[config.mk]
export PLATFORM = sky130hd
export DESIGN_NAME = cclm_luma_downsample_predict
export DESIGN_NICKNAME = d
export VERILOG_FILES = /design/src/hw/rtl/cclm_pkg.sv /design/src/hw/rtl/cclm_luma_downsample_predict.sv /design/src/hw/rtl/cclm_front.sv /design/src/hw/rtl/cclm_queue.sv /design/src/hw/rtl/cclm_back.sv
export SDC_FILE = /design/constraint.sdc
export NUM_CORES = 2
export LEC_CHECK = 0
export ABC_AREA = 1
export ABC_CLOCK_PERIOD_IN_PS = 10300
export BUFFER_PORTS_ARGS = -buffer_cell sky130_fd_sc_hd__clkbuf_2
export CAP_MARGIN = 30
export CORE_UTILIZATION = 29
export CTS_CLUSTER_SIZE = 40
export DETAILED_ROUTE_END_ITERATION = 8
export HOLD_SLACK_MARGIN = 0.05
export PLACE_DENSITY = 0.5
export RECOVER_POWER = 100
export REMOVE_ABC_BUFFERS = 1
export SYNTH_ARGS = -nofsm -noshare
export SYNTH_HDL_FRONTEND = slang
export SYNTH_SLANG_ARGS = --single-unit
[constraint.sdc]
create_clock -name clk -period 10.3 [get_ports clk]
set_clock_uncertainty 0.1 [all_clocks]
set_input_delay 1.545 -clock clk [delete_from_list [all_inputs] [get_ports clk]]
set_output_delay 1.545 -clock clk [all_outputs]
set_load 0.005 [all_outputs]
[src/hw/rtl/cclm_pkg.sv]
// Shared constants, register indexes and types for the CCLM luma
// downsample and linear-model chroma predictor. No dependencies.
`timescale 1ns / 1ps

package cclm_pkg;

	// Default luma / chroma sample width
	localparam int SAMPLE_BITS_DEF = 10;
	// Default depth of the queue between front and back
	localparam int QUEUE_DEPTH_DEF = 4;

	// Configuration port geometry
	localparam int CFG_INDEX_W = 3;
	localparam int CFG_DATA_W  = 32;

	// Linear model register widths
	localparam int SCALE_W  = 16;
	localparam int SHIFT_W  = 5;
	localparam int OFFSET_W = 32;

	// Register indexes on the configuration port
	localparam logic [CFG_INDEX_W-1:0] REG_LEFT_AVAIL = 3'd0;
	localparam logic [CFG_INDEX_W-1:0] REG_CB_SCALE   = 3'd1;
	localparam logic [CFG_INDEX_W-1:0] REG_CB_SHIFT   = 3'd2;
	localparam logic [CFG_INDEX_W-1:0] REG_CB_OFFSET  = 3'd3;
	localparam logic [CFG_INDEX_W-1:0] REG_CR_SCALE   = 3'd4;
	localparam logic [CFG_INDEX_W-1:0] REG_CR_SHIFT   = 3'd5;
	localparam logic [CFG_INDEX_W-1:0] REG_CR_OFFSET  = 3'd6;

	// Linear model for one chroma component
	typedef struct packed {
		logic signed [SCALE_W-1:0]  scale;
		logic [SHIFT_W-1:0]         shift;
		logic signed [OFFSET_W-1:0] offset;
	} model_t;

endpackage

[src/hw/rtl/cclm_luma_downsample_predict.sv]
// CCLM predictor top level: configuration registers, filter front end,
// decoupling queue and linear-model back end. Depends on cclm_pkg,
// cclm_front, cclm_queue and cclm_back.
// Throughput: one item per cycle unless the queue fills or out_stall
// holds the result, set by the combinational front filter and the
// two-stage multiply / clamp back end.
// Reset: asynchronous, active low; clears registers, neighbours, queue.
`timescale 1ns / 1ps

module cclm_luma_downsample_predict #(
	parameter int SAMPLE_BITS = cclm_pkg::SAMPLE_BITS_DEF,
	parameter int QUEUE_DEPTH = cclm_pkg::QUEUE_DEPTH_DEF
) (
	input  logic                              clk,
	input  logic                              arst_n,
	// configuration write channel
	input  logic                              cfg_valid,
	output logic                              cfg_ready,
	input  logic [cclm_pkg::CFG_INDEX_W-1:0]  cfg_index,
	input  logic [cclm_pkg::CFG_DATA_W-1:0]   cfg_data,
	// input items
	input  logic                              in_valid,
	output logic                              in_stall,
	input  logic [SAMPLE_BITS-1:0]            top_even,
	input  logic [SAMPLE_BITS-1:0]            top_odd,
	input  logic [SAMPLE_BITS-1:0]            bottom_even,
	input  logic [SAMPLE_BITS-1:0]            bottom_odd,
	input  logic                              row_start,
	input  logic [SAMPLE_BITS-1:0]            left_top,
	input  logic [SAMPLE_BITS-1:0]            left_bottom,
	// results
	output logic                              out_valid,
	input  logic                              out_stall,
	output logic [SAMPLE_BITS-1:0]            cb_pred,
	output logic [SAMPLE_BITS-1:0]            cr_pred
);

	logic                   left_avail_q;
	cclm_pkg::model_t       cb_model_q;
	cclm_pkg::model_t       cr_model_q;
	logic                   q_full;
	logic                   q_not_empty;
	logic                   push;
	logic                   pop;
	logic [SAMPLE_BITS-1:0] push_data;
	logic [SAMPLE_BITS-1:0] q_head;

	// configuration registers; writes always accepted
	assign cfg_ready = 1'b1;

	always_ff @(posedge clk or negedge arst_n) begin
		if (!arst_n) begin
			left_avail_q <= 1'b0;
			cb_model_q   <= '0;
			cr_model_q   <= '0;
		end else if (cfg_valid && cfg_ready) begin
			unique case (cfg_index)
				cclm_pkg::REG_LEFT_AVAIL: left_avail_q <= cfg_data[0];
				cclm_pkg::REG_CB_SCALE: cb_model_q.scale <= cfg_data[cclm_pkg::SCALE_W-1:0];
				cclm_pkg::REG_CB_SHIFT: cb_model_q.shift <= cfg_data[cclm_pkg::SHIFT_W-1:0];
				cclm_pkg::REG_CB_OFFSET: cb_model_q.offset <= cfg_data[cclm_pkg::OFFSET_W-1:0];
				cclm_pkg::REG_CR_SCALE: cr_model_q.scale <= cfg_data[cclm_pkg::SCALE_W-1:0];
				cclm_pkg::REG_CR_SHIFT: cr_model_q.shift <= cfg_data[cclm_pkg::SHIFT_W-1:0];
				cclm_pkg::REG_CR_OFFSET: cr_model_q.offset <= cfg_data[cclm_pkg::OFFSET_W-1:0];
				default: begin
				end
			endcase
		end
	end

	// filter front end
	cclm_front #(
		.SAMPLE_BITS(SAMPLE_BITS)
	) u_front (
		.clk           (clk),
		.arst_n        (arst_n),
		.in_valid      (in_valid),
		.in_stall      (in_stall),
		.top_even      (top_even),
		.top_odd       (top_odd),
		.bottom_even   (bottom_even),
		.bottom_odd    (bottom_odd),
		.row_start     (row_start),
		.left_top      (left_top),
		.left_bottom   (left_bottom),
		.left_available(left_avail_q),
		.q_full        (q_full),
		.push          (push),
		.push_data     (push_data)
	);

	// decoupling queue
	cclm_queue #(
		.WIDTH(SAMPLE_BITS),
		.DEPTH(QUEUE_DEPTH)
	) u_queue (
		.clk      (clk),
		.arst_n   (arst_n),
		.push     (push),
		.push_data(push_data),
		.full     (q_full),
		.pop      (pop),
		.not_empty(q_not_empty),
		.head     (q_head)
	);

	// linear model back end
	cclm_back #(
		.SAMPLE_BITS(SAMPLE_BITS)
	) u_back (
		.clk      (clk),
		.arst_n   (arst_n),
		.q_valid  (q_not_empty),
		.q_data   (q_head),
		.pop      (pop),
		.cb_model (cb_model_q),
		.cr_model (cr_model_q),
		.out_valid(out_valid),
		.out_stall(out_stall),
		.cb_pred  (cb_pred),
		.cr_pred  (cr_pred)
	);

endmodule

[src/hw/rtl/cclm_front.sv]
// Front end: accepts luma items, resolves the left neighbour column and
// forms the 6-tap downsampled luma value. Depends on cclm_pkg.
`timescale 1ns / 1ps

module cclm_front #(
	parameter int SAMPLE_BITS = cclm_pkg::SAMPLE_BITS_DEF
) (
	input  logic                   clk,
	input  logic                   arst_n,
	// input item channel
	input  logic                   in_valid,
	output logic                   in_stall,
	input  logic [SAMPLE_BITS-1:0] top_even,
	input  logic [SAMPLE_BITS-1:0] top_odd,
	input  logic [SAMPLE_BITS-1:0] bottom_even,
	input  logic [SAMPLE_BITS-1:0] bottom_odd,
	input  logic                   row_start,
	input  logic [SAMPLE_BITS-1:0] left_top,
	input  logic [SAMPLE_BITS-1:0] left_bottom,
	// configuration
	input  logic                   left_available,
	// queue push side
	input  logic                   q_full,
	output logic                   push,
	output logic [SAMPLE_BITS-1:0] push_data
);

	localparam int ACC_W = SAMPLE_BITS + 3;

	logic [SAMPLE_BITS-1:0] prev_top_q;
	logic [SAMPLE_BITS-1:0] prev_bottom_q;
	logic [SAMPLE_BITS-1:0] lt;
	logic [SAMPLE_BITS-1:0] lb;
	logic [ACC_W-1:0]       acc;

	// transfer happens whenever the queue has room
	assign in_stall = q_full;
	assign push     = in_valid && !q_full;

	// left neighbour: previous odd column inside a row, else edge column or padding
	always_comb begin
		if (row_start) begin
			if (left_available) begin
				lt = left_top;
				lb = left_bottom;
			end else begin
				lt = top_even;
				lb = bottom_even;
			end
		end else begin
			lt = prev_top_q;
			lb = prev_bottom_q;
		end
	end

	// [1 2 1; 1 2 1] filter with rounding, divided by 8
	assign acc = ACC_W'(lt) + ACC_W'({top_even, 1'b0}) + ACC_W'(top_odd)
		+ ACC_W'(lb) + ACC_W'({bottom_even, 1'b0}) + ACC_W'(bottom_odd)
		+ ACC_W'(4);
	assign push_data = acc[ACC_W-1:3];

	// odd samples become the next item's left neighbours
	always_ff @(posedge clk or negedge arst_n) begin
		if (!arst_n) begin
			prev_top_q    <= '0;
			prev_bottom_q <= '0;
		end else if (push) begin
			prev_top_q    <= top_odd;
			prev_bottom_q <= bottom_odd;
		end
	end

endmodule

[src/hw/rtl/cclm_queue.sv]
// Short FIFO decoupling the filter front end from the model back end.
// Depends on cclm_pkg for default sizes.
`timescale 1ns / 1ps

module cclm_queue #(
	parameter int WIDTH = cclm_pkg::SAMPLE_BITS_DEF,
	parameter int DEPTH = cclm_pkg::QUEUE_DEPTH_DEF
) (
	input  logic             clk,
	input  logic             arst_n,
	input  logic             push,
	input  logic [WIDTH-1:0] push_data,
	output logic             full,
	input  logic             pop,
	output logic             not_empty,
	output logic [WIDTH-1:0] head
);

	localparam int PTR_W = (DEPTH > 1) ? $clog2(DEPTH) : 1;
	localparam int CNT_W = $clog2(DEPTH + 1);

	logic [WIDTH-1:0] mem_q [DEPTH];
	logic [PTR_W-1:0] wr_ptr_q;
	logic [PTR_W-1:0] rd_ptr_q;
	logic [CNT_W-1:0] count_q;

	assign full      = (count_q == CNT_W'(DEPTH));
	assign not_empty = (count_q != '0);
	assign head      = mem_q[rd_ptr_q];

	// storage
	always_ff @(posedge clk) begin
		if (push) begin
			mem_q[wr_ptr_q] <= push_data;
		end
	end

	// pointers and fill count
	always_ff @(posedge clk or negedge arst_n) begin
		if (!arst_n) begin
			wr_ptr_q <= '0;
			rd_ptr_q <= '0;
			count_q  <= '0;
		end else begin
			if (push) begin
				wr_ptr_q <= (wr_ptr_q == PTR_W'(DEPTH - 1)) ? '0 : wr_ptr_q + 1'b1;
			end
			if (pop) begin
				rd_ptr_q <= (rd_ptr_q == PTR_W'(DEPTH - 1)) ? '0 : rd_ptr_q + 1'b1;
			end
			if (push && !pop) begin
				count_q <= count_q + 1'b1;
			end else if (pop && !push) begin
				count_q <= count_q - 1'b1;
			end
		end
	end

endmodule

[src/hw/rtl/cclm_back.sv]
// Back end: applies the Cb and Cr linear models (multiply, arithmetic
// shift, offset, clamp) in two stages. Depends on cclm_pkg.
`timescale 1ns / 1ps

module cclm_back #(
	parameter int SAMPLE_BITS = cclm_pkg::SAMPLE_BITS_DEF
) (
	input  logic                   clk,
	input  logic                   arst_n,
	// queue pop side
	input  logic                   q_valid,
	input  logic [SAMPLE_BITS-1:0] q_data,
	output logic                   pop,
	// models
	input  cclm_pkg::model_t       cb_model,
	input  cclm_pkg::model_t       cr_model,
	// result channel
	output logic                   out_valid,
	input  logic                   out_stall,
	output logic [SAMPLE_BITS-1:0] cb_pred,
	output logic [SAMPLE_BITS-1:0] cr_pred
);

	localparam int PROD_W = SAMPLE_BITS + 1 + cclm_pkg::SCALE_W;
	localparam int OFS_W  = cclm_pkg::OFFSET_W;

	logic                     valid_s1;
	logic signed [PROD_W-1:0] cb_prod_s1;
	logic signed [PROD_W-1:0] cr_prod_s1;
	logic signed [PROD_W-1:0] cb_prod;
	logic signed [PROD_W-1:0] cr_prod;
	logic                     out_valid_q;
	logic [SAMPLE_BITS-1:0]   cb_pred_q;
	logic [SAMPLE_BITS-1:0]   cr_pred_q;
	logic                     ready_out;
	logic                     ready_s1;

	// floor shift, 32-bit wrapping offset add, clamp to sample range
	function automatic logic [SAMPLE_BITS-1:0] apply_model(
		input logic signed [PROD_W-1:0]            prod,
		input logic [cclm_pkg::SHIFT_W-1:0]        shift,
		input logic signed [OFS_W-1:0]             offset
	);
		logic signed [PROD_W-1:0] sh;
		logic [OFS_W-1:0]         ext;
		logic [OFS_W-1:0]         v;
		sh  = prod >>> shift;
		ext = {{(OFS_W - PROD_W){sh[PROD_W-1]}}, sh};
		v   = ext + offset;
		if (v[OFS_W-1]) begin
			return '0;
		end else if (|v[OFS_W-2:SAMPLE_BITS]) begin
			return '1;
		end else begin
			return v[SAMPLE_BITS-1:0];
		end
	endfunction

	// stage handshake
	assign ready_out = !out_valid_q || !out_stall;
	assign ready_s1  = !valid_s1 || ready_out;
	assign pop       = q_valid && ready_s1;

	// stage 1 multiply
	assign cb_prod = $signed({1'b0, q_data}) * cb_model.scale;
	assign cr_prod = $signed({1'b0, q_data}) * cr_model.scale;

	always_ff @(posedge clk or negedge arst_n) begin
		if (!arst_n) begin
			valid_s1    <= 1'b0;
			out_valid_q <= 1'b0;
		end else begin
			if (ready_s1) begin
				valid_s1 <= q_valid;
			end
			if (ready_out) begin
				out_valid_q <= valid_s1;
			end
		end
	end

	always_ff @(posedge clk) begin
		if (pop) begin
			cb_prod_s1 <= cb_prod;
			cr_prod_s1 <= cr_prod;
		end
	end

	// stage 2 shift, offset and clamp into the output register
	always_ff @(posedge clk) begin
		if (ready_out && valid_s1) begin
			cb_pred_q <= apply_model(cb_prod_s1, cb_model.shift, cb_model.offset);
			cr_pred_q <= apply_model(cr_prod_s1, cr_model.shift, cr_model.offset);
		end
	end

	assign out_valid = out_valid_q;
	assign cb_pred   = cb_pred_q;
	assign cr_pred   = cr_pred_q;

endmodule
==> results.yml <==
timing:
  setup_violations: 0
  hold_viol_final: 0
  period_share: 0.741
  fmax_mhz: 131
  worst_pin_slew_ps: 4350
  period_minus_slack_ps: 7630
  slew-limit-headroom: -1.90
  rsz0062_at_grt: "no"
  slew_viol_final: 357
  tns_ps: 0
placed_design:
  dp_hpwl_um: 70900
  io_buffers: 122
  gp_congestion: 0.886
floorplan:
  coreArea_mm2: 0.104
  rows: 118
  die_x_um: 327
  start_util: 0.295
  die_h_um: 327
  io_pins: 124
  die-area_mm2: 0.107
layout:
  diodes: 0
  syn_to_final_growth_pct: 9.16
  drive_above_1_share: 0.0508
  fill_cells: 11400
  layout.nets: 4848
logic_synthesis:
  synth-seq-cells: 250
  synth-main-ff-cell: "dfrtp_1"
  syn_avg_cell_area_um2: 7.37
  ys_types: 56
  syn_inst: 4163
  synth-seq-area-share: 0.222
  yosys_warnings: 0
  synth-async-reset-ratio: 0.544
  synth_edf_count: 114
  netlist_area_mm2: 0.0307
worst_setup_path:
  crit_type: "primary input to async pin"
  crit_path_frequent_cell: "clkbuf_1"
  cp_max_fo: 81
  worstPathBufferInverterCount: 2
  cp-start-kind: "primary input"
  critPathCaptureType: "async pin"
  cp.arrival_ps: 7410
  crit_path_max_incr_delay_ps: 3000
  crit_slowest_cell: "clkbuf_1"
  cp_top_family: "buffers and inverters"
  required_ps: 10080
  crit_chain: "clkbuf_1 -> clkbuf_1"
global_routing:
  grt_antenna_before_repair: 2
  grt_first_pass_wirelength_um: 139000
  track_usage: 0.163
  grt_max_degree: 82
  grt.overflow.total: 0
  grt_pass1_vias: 25700
clocking:
  clock_path_buffers: 3
  clkTransAtPathRegs_ps: 70
  clock_sinks: 250
  clockRootBuffer: "clkbuf_16"
  numCtsBuffers: 28
  cts_tree: "done"
  cts_setup_buffers: 0
  clk_latency_ps: 590
  cts-hold-fix-buffers: 0
  ctsResizeCount: 0
  cts_htree_levels: 1
status:
  run_status: "finished, violations left"
  violations: "max-capacitance violations, max-slew violations"
drt:
  vias: 25700
  drt-wirelength-per-cell_um: 15.4
  ant_nets: 0
  first_pass_iters: 5
  via_per_inst: 4.57
  drt_wl_total_um: 86300
  drc: 0
  drt-initial-drc-count: 1564
flow_run:
  drv_cap: 7
min_path:
  hold_class: "register to register"
==> layout by cell type, fill, tap and decap left out, drive strengths merged, types with 3 or more instances in the layout <==
master,netlist,layout
nand2,1185,1185
inv,848,854
nor2,343,343
fa,323,323
o21ai,282,282
ha,214,214
nand3,177,177
clkbuf,97,173
a21oi,139,139
dfrtp,136,136
edfxtp,114,114
xnor2,54,54
xor2,45,45
a31oi,26,26
nand4,20,20
nor3,20,20
mux2i,15,15
clkinv,7,14
o21bai,13,13
o211ai,10,10
a21o,9,9
nand3b,9,9
buf,29,7
a211oi,6,6
a22oi,6,6
o31ai,5,5
a21boi,4,4
o21a,4,4
o221ai,3,3
nor3b,3,3
and2,3,3
or2,3,3
==> layer usage <==
layer	track usage	vias to the layer above	routed length, um
li1	-	12900	-
met1	0.221	12200	40500
met2	0.281	499	40600
met3	0.0206	74	3910
met4	0.0241	0	1240
met5	0	-	0
==> final timing paths <==
check / cells past startpoint / start / slack (ps) / endpoint
setup / recovery: 2 / arst_n / 2670 / u_front.prev_top_q[6]$_DFFE_PN0P_
hold / removal: 2 / u_front.prev_bottom_q[6]$_DFFE_PN0P_ / 370 / u_front.prev_bottom_q[6]$_DFFE_PN0P_
setup reg to reg: 23 / u_queue.rd_ptr_q[0]$_DFFE_PN0P_ / 2770 / u_back.cr_prod_s1[22]$_DFFE_PP_
hold reg to reg: 2 / u_front.prev_bottom_q[6]$_DFFE_PN0P_ / 370 / u_front.prev_bottom_q[6]$_DFFE_PN0P_
max in group clk: 23 / u_queue.rd_ptr_q[0]$_DFFE_PN0P_ / 2770 / u_back.cr_prod_s1[22]$_DFFE_PP_
min in group asynchronous: 1 / arst_n / 2390 / cr_model_q[26]$_DFFE_PN0P_
==> kinds of logic (layout without fill, tap and decap cells) <==
kind of cell | after synthesis | in the layout | synth area share
fa+ha+maj | 537 | 537 | 0.298
mux | 16 | 16 | 0.00526
simple gates | 1766 | 1766 | 0.233
compound gates | 513 | 513 | 0.0907
buf+inv | 981 | 1050 | 0.121
other cells | 1 | 1 | 0.000122
xor+xnor | 99 | 99 | 0.0295
flops | 250 | 250 | 0.222
==> Yosys cell counts (all sizes together), types with 5 or more instances <==
library cell / n / share of area
nand2: 1185 / 0.15
inv: 848 / 0.10
nor2: 343 / 0.045
fa: 323 / 0.21
o21ai: 282 / 0.046
ha: 214 / 0.087
nand3: 177 / 0.029
a21oi: 139 / 0.023
dfrtp: 136 / 0.11
edfxtp: 114 / 0.11
clkbuf: 97 / 0.012
xnor2: 54 / 0.015
xor2: 45 / 0.014
buf: 29 / 0.0041
a31oi: 26 / 0.0053
nand4: 20 / 0.0041
nor3: 20 / 0.0039
mux2i: 15 / 0.0049
o21bai: 13 / 0.0032
o211ai: 10 / 0.0024
a21o: 9 / 0.0022
nand3b: 9 / 0.0024
clkinv: 7 / 0.00086
a211oi: 6 / 0.0015
a22oi: 6 / 0.0015
o31ai: 5 / 0.0012
==> flip-flops by register name, indices dropped and copies added (netlist names), 2 cells and up <==
signal	flops
u_queue.wr_ptr_q	2
u_back.cr_prod_s1	27
u_back.cb_pred	10
cr_model_q	53
cb_model_q	53
u_queue.rd_ptr_q	2
u_front.prev_top_q	10
u_front.prev_bottom_q	10
u_queue.mem_q	40
u_back.cb_prod_s1	27
u_back.cr_pred	10
u_queue.count_q	3
==> through the flow <==
step	hold WS [ps]	instances	utilization	setup WS [ps]	cell area (um2)
final	372	5612	0.322	2670	33500
after global routing	393	5612	0.322	1350	33500
after CTS	371	5612	0.323	2770	33700
after detailed placement	354	5560	0.314	2800	32700
after global placement	350	5555	0.313	3000	32700
after floorplan	337	4037	-	4110	30200
==> layout make-up <==
type                       count  area, um2  area share
multi-input combinational   2932      20100       0.601
sequential                   250       6830       0.204
inverter                     855       3210      0.0958
tap                         1380       1730      0.0515
clock buffer                  37        796      0.0237
timing repair buffer         143        691      0.0206
clock inverter                15        124     0.00370
Power is not shown: default switching activity piles up to over one toggle a cycle in this logic, so the estimate is an artifact.
